<file path="src/hdl/adam_pkg.sv">
// Shared constants, types and helpers for the Adam optimizer update block.
package adam_pkg;

    localparam int SLOT_COUNT = 4096;
    localparam int SLOT_W     = $clog2(SLOT_COUNT);
    localparam int MEAN_W     = 48;
    localparam int VAR_W      = 64;
    localparam int COEF_W     = 31;
    localparam int EPS_W      = 33;
    localparam int VAL_W      = 32;
    localparam int CFG_W      = 33;
    localparam int CFG_IDX_W  = 2;

    localparam logic [COEF_W-1:0] ONE_Q30 = 31'h4000_0000;
    localparam logic [63:0] MHAT_CAP   = 64'h0000_7FFF_FFFF_FFFF;
    localparam logic [63:0] UPDATE_CAP = 64'h0000_0002_0000_0000;

    localparam logic [CFG_IDX_W-1:0] REG_LEARNING_RATE = 2'd0;
    localparam logic [CFG_IDX_W-1:0] REG_BETA_ONE      = 2'd1;
    localparam logic [CFG_IDX_W-1:0] REG_BETA_TWO      = 2'd2;
    localparam logic [CFG_IDX_W-1:0] REG_EPSILON       = 2'd3;

    localparam logic [COEF_W-1:0] LR_RESET  = 31'd1073742;
    localparam logic [COEF_W-1:0] B1_RESET  = 31'd966367642;
    localparam logic [COEF_W-1:0] B2_RESET  = 31'd1072668082;
    localparam logic [EPS_W-1:0]  EPS_RESET = 33'd43;

    // Control handed from the sequencer to the shared divide/root unit.
    typedef struct packed {
        logic        start;
        logic        is_sqrt;
    } t_unit_cmd;

    function automatic logic [COEF_W-1:0] clamp_beta(input logic [COEF_W-1:0] b);
        return (b > ONE_Q30) ? ONE_Q30 : b;
    endfunction

endpackage

</file>
<file path="src/hdl/adam_divsqrt.sv">
// Shared iterative unit: restoring 128/64 division or 96-bit square root, one bit a cycle.
module adam_divsqrt
    import adam_pkg::*;
(
    input  logic         i_clk,
    input  logic         i_rst_n,
    input  t_unit_cmd    i_cmd,
    input  logic [127:0] i_num,
    input  logic [63:0]  i_den,
    input  logic [63:0]  i_cap,
    output logic         o_done,
    output logic [63:0]  o_result
);
    logic         r_busy, n_busy;
    logic         r_sqrt;
    logic [6:0]   r_cnt;
    logic [127:0] r_num;
    logic [64:0]  r_rem;
    logic [63:0]  r_q;
    logic [63:0]  r_den;
    logic [63:0]  r_cap;
    logic         r_over;
    logic         r_done;

    logic [65:0]  div_try;
    logic [64:0]  div_sh;
    logic [66:0]  sq_r;
    logic [66:0]  sq_t;
    logic         last;

    always_comb begin
        div_sh  = {r_rem[63:0], r_num[127]};
        div_try = {1'b0, div_sh} - {2'b00, r_den};
        sq_r    = {r_rem, r_num[127:126]};
        sq_t    = {1'b0, r_q, 2'b01};
        last    = (r_cnt == 7'd0);
        n_busy  = r_busy;
    end

    always_ff @(posedge i_clk) begin
        if (!i_rst_n) begin
            r_busy <= 1'b0;
            r_done <= 1'b0;
            r_cnt  <= '0;
        end else begin
            r_done <= 1'b0;
            if (i_cmd.start) begin
                r_busy <= 1'b1;
                r_sqrt <= i_cmd.is_sqrt;
                r_num  <= i_num;
                r_den  <= i_den;
                r_cap  <= i_cap;
                r_rem  <= '0;
                r_q    <= '0;
                r_over <= 1'b0;
                r_cnt  <= i_cmd.is_sqrt ? 7'd47 : 7'd127;
            end else if (n_busy) begin
                if (r_sqrt) begin
                    r_num <= {r_num[125:0], 2'b00};
                    if (sq_r >= sq_t) begin
                        r_rem <= 65'(sq_r - sq_t);
                        r_q   <= {r_q[62:0], 1'b1};
                    end else begin
                        r_rem <= sq_r[64:0];
                        r_q   <= {r_q[62:0], 1'b0};
                    end
                end else begin
                    r_num <= {r_num[126:0], 1'b0};
                    if (!div_try[65]) begin
                        r_rem <= div_try[64:0];
                        if (r_cnt >= 7'd64) begin
                            r_over <= 1'b1;
                        end else begin
                            r_q <= {r_q[62:0], 1'b1};
                        end
                    end else begin
                        r_rem <= div_sh;
                        if (r_cnt < 7'd64) begin
                            r_q <= {r_q[62:0], 1'b0};
                        end
                    end
                end
                r_cnt <= r_cnt - 7'd1;
                if (last) begin
                    r_busy <= 1'b0;
                    r_done <= 1'b1;
                end
            end
        end
    end

    assign o_done   = r_done;
    assign o_result = r_sqrt ? r_q : ((r_over || r_q > r_cap) ? r_cap : r_q);
endmodule

</file>
<file path="config.mk">
export PLATFORM = sky130hd
export DESIGN_NAME = adam_divsqrt
export DESIGN_NICKNAME = d
export VERILOG_FILES = /design/src/hdl/adam_pkg.sv /design/src/hdl/adam_divsqrt.sv
export SDC_FILE = /design/constraint.sdc
export NUM_CORES = 1
export LEC_CHECK = 0
export BUFFER_PORTS_ARGS = -buffer_cell sky130_fd_sc_hd__buf_2
export CAP_MARGIN = 20
export CORE_MARGIN = 10
export CORE_UTILIZATION = 45
export DETAILED_ROUTE_END_ITERATION = 16
export HOLD_SLACK_MARGIN = 0.15
export PLACE_DENSITY = 0.71
export SYNTH_ARGS = -nofsm -noshare
export SYNTH_HDL_FRONTEND = slang
export SYNTH_SLANG_ARGS = --single-unit
</file>
<file path="constraint.sdc">
create_clock -name i_clk -period 7.18 [get_ports i_clk]
set_input_delay 0.359 -clock i_clk [delete_from_list [all_inputs] [get_ports i_clk]]
set_output_delay 0.359 -clock i_clk [all_outputs]
set_load 0.005 [all_outputs]
</file>
==> run_results.csv, run 1 <==
group,metric,value,unit
outcome,status,"complete, no violations",
layout,fin_cells,4183,
yosys,synth_warnings,0,
worst_setup_path,path_max_fanout,34,
placement,placed_cell_area,29610,µm²
timing,timing.fmax,202.2,MHz
yosys,synth-async-reset-ratio,0,%
clock_network,h-tree-depth,2,
layout,area_delta_synth_final,23.30,%
die,initial_core_util,45.46,%
min_path,min_to,"r_num[17]",
timing,rsz0062_at_grt,"false",
layout,final_common_cell,"edfxtp_1",
timing,hold_violations,0,
yosys,ys.flop_type,"edfxtp_1",
timing,clock_skew,24.09,ps
yosys,synth_area_per_cell,9.594,µm²
placement,place_hpwl,60170,µm
yosys,syn_area,27490,µm²
timing,slew_headroom,28.74,%
clock_network,cts-buffers-inserted,47,
placement,port-buffer-count,324,
layout,final_layout_size_suffix_gt1_share,13.09,%
timing,max_slew.worst_pin.slew,1069,ps
yosys,ys_ff_latch,396,
pwr,p_per_area,229.9,nW/µm²
min_path,min_path_cells,2,
timing,finalSetupTns,0,ps
worst_setup_path,r2r_end,"r_rem[36]",
global_route,grtUsageTotal,22.54,%
worst_setup_path,r2r_slack,2380,ps
timing,slew_viol_final,0,
worst_setup_path,worst_r2r_path_depth,13,
pwr,p_total,7.793,mW
route,drt_iter0_drc,1679,
clock_network,cts.sinks,396,
layout,final_cell_mix,"387 x edfxtp_1, 324 x buf_2, 293 x nand2_1",
worst_setup_path,worst-setup-path-type,"reg2out",
worst_setup_path,critPathSlowestCell,"o41a_2",
worst_setup_path,crit_chain,"ha_1, nand4_1, nor4_1, nand3_1, a21oi_1, o41a_2, buf_4, mux2i_1, buf_2",
worst_setup_path,cp.arrival,4590,ps
timing,finalSetupViolCount,0,
clock_network,cts_resized,0,
min_path,hold_path.class,"in2reg",
global_route,grt_pass1_wl,128400,µm
route,drt-vias-per-instance,5.664,
die,rows,90,
yosys,syn_inst,2865,
die,coreArea,60470,µm²
worst_setup_path,r2r_start,"r_rem[4]",
global_route,grt_pass1_vias,23870,
global_route,antenna_found_initial,7,
yosys,synth_edf_count,387,
die,die_w,267.2,µm
layout,fillers,5201,
worst_setup_path,startpoint_type,"register",
yosys,synthDistinctLibCells,87,
clock_network,insertion_delay,620,ps
route,routed_wirelength,83220,µm
pwr,leakagePower,14.64,nW
die,io_pins,325,
clock_network,clockBufferDepth,3,
global_route,grt_max_degree,134,
flow_run,drv_cap,0,
route,num_vias,23690,
yosys,synth_fp_nets,3321,
timing,post-route-period-util,68.89,%
layout,fin_nets,3812,
global_route,grt_overflow_total,0,
worst_setup_path,cpPeakStageDelay,880,ps
clock_network,ctsHoldBuffers,258,
clock_network,cts_root_buf,"clkbuf_16",
placement,gp_congestion,0.9716,
min_path,worstHoldStart,"i_cmd[1]",
die,dieArea,71370,µm²
route,drtAntennaViolNets,0,
route,wl_per_cell,19.90,µm
route,drc,0,
worst_setup_path,critPathCaptureType,"output pin",
timing,finalCriticalPeriod,4946,ps
layout,final_area,33890,µm²
clock_network,cts_setup_buffers,0,
worst_setup_path,worstPathRequired,6820,ps
placement,place_inst,3831,
route,firstDrtPassIters,5,
clock_network,path_clk_slew,70,ps
clock_network,cts_tree,"yes",
pwr,peakVddDrop,0.2409,mV
die,die_y,267.2,µm
yosys,seq_area_frac_synth,42.93,%
synthesized netlist by cell type, types with 6 or more instances:
| cell type | number | area [µm²] |
|---|---|---|
| nor3_1 | 34 | 170.2 |
| nor2_1 | 204 | 765.7 |
| or3_1 | 7 | 43.79 |
| nand4_1 | 62 | 387.9 |
| o21a_1 | 12 | 90.09 |
| and3_1 | 17 | 106.4 |
| a21oi_1 | 195 | 975.9 |
| o21ai_0 | 227 | 1136 |
| a31oi_1 | 29 | 181.4 |
| o22ai_1 | 14 | 87.58 |
| edfxtp_1 | 387 | 11620 |
| a221oi_1 | 6 | 52.55 |
| a21boi_0 | 14 | 105.1 |
| o21ai_1 | 18 | 90.09 |
| xnor2_1 | 69 | 604.3 |
| buf_4 | 7 | 52.55 |
| a311oi_1 | 15 | 131.4 |
| buf_1 | 8 | 30.03 |
| inv_1 | 230 | 863.3 |
| nor2b_1 | 14 | 87.58 |
| nand2_1 | 293 | 1100 |
| nand3_1 | 43 | 215.2 |
| nor4_1 | 14 | 87.58 |
| dfxtp_1 | 9 | 180.2 |
| o211ai_1 | 25 | 187.7 |
| a221o_1 | 6 | 60.06 |
| xor2_1 | 48 | 420.4 |
| a211o_1 | 8 | 70.07 |
| a21o_1 | 90 | 675.7 |
| ha_1 | 195 | 2440 |
| o21bai_1 | 22 | 165.2 |
| clkbuf_1 | 123 | 461.7 |
| buf_2 | 19 | 95.09 |
| mux2i_1 | 216 | 2162 |
| nand2b_1 | 21 | 131.4 |
| a211oi_1 | 52 | 390.4 |
| o31ai_1 | 6 | 45.04 |
| and2_1 | 10 | 62.56 |
routing by layer:
metal  up-vias  wire length (µm)  GRT usage (%)
met5         -                 0              0
met4         0              3526          9.627
met3       195              4785          3.815
met2       753             44090          42.26
met1     11200             30820          24.57
li1      11550                 -              -
how the worst max path moves through the flow:
stage	cells after the start	slack (ps)	to	from
after floorplan	4	1810	r_num[0]	i_cmd[1]
after global placement	11	1980	r_rem[36]	r_rem[52]
after detailed placement	12	2490	r_rem[36]	r_rem[52]
after CTS	9	2180	o_result[62]	r_q[56]
after global routing	9	2000	o_result[62]	r_q[59]
final	9	2230	o_result[62]	r_q[59]
logic make-up after synthesis:
kind of cell	after synthesis	synth area share, %
multiplexers	219	7.989
adder cells (fa/ha/maj)	196	8.949
AND/OR/NAND/NOR	737	12.03
flip-flops	396	42.93
XOR/XNOR	117	3.728
AO/OA/AOI/OAI	809	18.74
buffers and inverters	391	5.631
registers in the layout (all words and copies together) (netlist names), 7 cells and up:
register and cells:
r_cap 64, r_num 128, r_q 64, r_den 64
r_cnt 7, r_rem 65
metrics by stage:
stage                     setup WS, ps  util [%]  hold WS (ps)
after floorplan                   1813         -         457.9
after global placement            1983     48.96         531.9
after detailed placement          2492     48.97         537.1
after CTS                         2183     56.01         271.0
after global routing              2001     56.04         318.0
final                             2234     56.05         281.2
power by group:
group / internal, mW / switching, mW
clock: 1.56 / 1.03
combinational: 0.947 / 1.35
sequential: 2.77 / 0.133
total: 5.28 / 2.51
critical path: cells and delay by family, from the launching register on:
family	cells	cell delay (ps)
fa+ha+maj	1	330
compound gates	2	1180
flops	1	400
simple gates	3	1050
buf+inv	2	690
mux	1	340
area by class of cell:
type / count / area [µm²] / area share [%]
Multi-Input combinational cell: 2078 / 14170 / 41.80
Sequential cell: 396 / 11800 / 34.82
Timing Repair Buffer: 603 / 4382 / 12.93
Clock buffer: 56 / 1271 / 3.751
Tap cell: 782 / 978.4 / 2.887
Inverter: 230 / 868.3 / 2.562
Clock inverter: 29 / 401.6 / 1.185
Antenna cell: 9 / 22.52 / 0.06645
No activity file was read; power rests on OpenSTA's default activity.
==> inputs of run 2 (changes only) <==
- PLACE_DENSITY: 0.71 -> 0.74
- clock period: 7.18 -> 4.4 ns (I/O delays scaled with it)
==> run 2 against run 1 <==
Against the previous run:
- combinational power is 67% higher
- clock power is 44% higher
- clock-buffer cell count is 3 higher
- critical path depth is 6 higher
- highest routed layer is now met5
- critical endpoint is now r_rem[54]
- power is 58% higher
- setup slack worse by 2000 ps
- critical path type is now reg2reg
- final cell count is 0.33% higher
- routed wire length is 1.7% higher
- die area stayed put
- hold slack better by 42 ps
- final area hardly changed
==> run_results.csv, run 2 (synthesized netlist as in run 1, its figures left out) <==
group,metric,value,unit
die,initial_core_util,45.46,%
timing,slew_viol_final,0,
clock_network,clockBufferDepth,3,
layout,fin_nets,3833,
timing,clock_skew,25.41,ps
die,die_y,267.2,µm
timing,max_slew.worst_pin.slew,1145,ps
timing,finalHoldWorstSlack,323.1,ps
worst_setup_path,r2r_slack,260,ps
route,firstDrtPassIters,6,
route,routed_wirelength,84680,µm
route,drc,0,
worst_setup_path,startpoint_type,"register",
timing,finalCriticalPeriod,4142,ps
timing,fin_ws,258.4,ps
pwr,switching_power,4.117,mW
clock_network,cts_tree,"yes",
clock_network,h-tree-depth,2,
global_route,grt_pass1_vias,24420,
global_route,grt_overflow_total,0,
outcome,status,"complete, no violations",
route,drtAntennaViolNets,0,
die,coreArea,60470,µm²
worst_setup_path,path_max_fanout,6,
pwr,p_per_area,363.1,nW/µm²
timing,finalSetupTns,0,ps
timing,post-route-period-util,94.13,%
worst_setup_path,cp.arrival,4480,ps
worst_setup_path,worstPathRequired,4740,ps
global_route,antenna_found_initial,5,
route,drt-vias-per-instance,5.706,
layout,largest_register_ffs,128,
layout,largest_register,"r_num",
route,num_vias,23950,
pwr,pwr-share-seq,38.5,%
min_path,min_path_cells,2,
min_path,hold_path.class,"in2reg",
layout,area_delta_synth_final,23.34,%
pwr,leakagePower,14.65,nW
global_route,grtUsageTotal,22.76,%
timing,hold_violations,0,
placement,place_inst,3848,
flow_run,drv_cap,0,
clock_network,cts-buffers-inserted,47,
layout,fin_cells,4197,
placement,gp_congestion,0.9583,
layout,fillers,5195,
clock_network,insertion_delay,610,ps
clock_network,cts.sinks,396,
layout,multiInputGateArea,14170,µm²
timing,finalSetupViolCount,0,
layout,final_layout_size_suffix_gt1_share,13.22,%
clock_network,cts_root_buf,"clkbuf_16",
timing,rsz0062_at_grt,"false",
global_route,grt_max_degree,309,
min_path,worstHoldStart,"i_cap[7]",
min_path,min_to,"r_cap[7]",
worst_setup_path,worst_r2r_path_depth,15,
timing,slew_headroom,23.64,%
pwr,swShare,33.44,%
placement,port-buffer-count,324,
die,dieArea,71370,µm²
layout,seqCellArea,11800,µm²
layout,largestRegisters,"r_num: 128 flops, r_rem: 65 flops",
layout,final_common_cell,"edfxtp_1",
route,wl_per_cell,20.18,µm
pwr,combPwrFrac,31.2,%
placement,post-place-ws,286.0,ps
worst_setup_path,r2r_start,"r_num[127]",
die,io_pins,325,
worst_setup_path,critPathCaptureType,"register",
worst_setup_path,r2r_end,"r_rem[54]",
layout,final_cell_mix,"387 x edfxtp_1, 323 x buf_2, 293 x nand2_1",
worst_setup_path,worst-setup-path-type,"reg2reg",
die,rows,90,
placement,place_hpwl,59890,µm
timing,timing.fmax,241.5,MHz
pwr,peakVddDrop,0.3227,mV
clock_network,path_clk_slew,60,ps
pwr,p_int,8.194,mW
die,die_w,267.2,µm
global_route,grt_pass1_wl,129600,µm
route,drt_iter0_drc,1778,
pwr,clkPwrFrac,30.3,%
## run 2: cell types whose count changed in the layout (fill, tap and decap cells not counted), sizes merged
cell,delta
clkinv,+4
bufinv,-7
diode,-5
dlygate4sd3,+1
buf,+20
inv,-2
clkbuf,+3
## run 2: how the worst max path moves through the flow
stage                     from   endpoint  depth (start not counted)
floorplan             i_cmd[1]   r_num[0]                          4
global placement     r_rem[33]   r_rem[4]                         13
detailed placement   r_rem[35]  r_rem[10]                         13
CTS                   r_rem[0]  r_rem[27]                         14
global route          r_rem[0]   r_rem[0]                         14
finish              r_num[127]  r_rem[54]                         15
## run 2: layout make-up
cell class	count	area share [%]
Inverter	230	2.557
Antenna cell	4	0.02952
Clock buffer	59	3.665
Sequential cell	396	34.81
Clock inverter	24	0.5609
Tap cell	782	2.886
Timing Repair Buffer	624	13.71
Multi-Input combinational cell	2078	41.78
## run 2: worst max-delay path, stage by stage, from the launching register on
cell	delay (ps)
edfxtp_1	420
inv_1	130
ha_1	170
inv_1	50
fa_1	400
a21o_1	230
a31oi_1	220
o21ai_2	150
o211ai_1	290
a211o_1	270
o31a_1	280
o31ai_2	150
o41ai_2	560
o21ai_1	140
mux2i_1	140
a311o_1	260
## run 2: metal layers
metal / wire length (µm) / global-route usage (%) / vias up
met5: 12 / 0 / -
met4: 4134 / 10.90 / 2
met3: 4566 / 3.715 / 222
met2: 44330 / 42.22 / 798
met1: 31630 / 24.83 / 11370
li1: - / - / 11560
## run 2: stage by stage
stage / total power, mW / utilization, % / cell area, µm²
2_1_floorplan: 7.327 / - / 27500
6_report: 12.31 / 56.07 / 33900
5_1_grt: 12.91 / 56.07 / 33900
3_3_place_gp: 8.359 / 49.33 / 29830
4_1_cts: 12.30 / 55.99 / 33860
3_5_place_dp: 8.384 / 49.33 / 29830
## run 2: power groups by stage
stage | combinational [mW] | sequential, mW | clock [mW]
finish | 3.84 | 4.74 | 3.73
detailed placement | 3.58 | 4.81 | 0
global route | 4.22 | 4.76 | 3.93
floorplan | 2.60 | 4.73 | 0
CTS | 3.78 | 4.73 | 3.79
global placement | 3.56 | 4.80 | 0
## run 2: repair_timing
item                                    4_1_cts  5_1_grt
hold buffers                                259        0
buffers inserted                              0        3
gates resized for setup                       0        1
endpoints found under the setup margin        0       22
hold endpoints to repair                    287        0
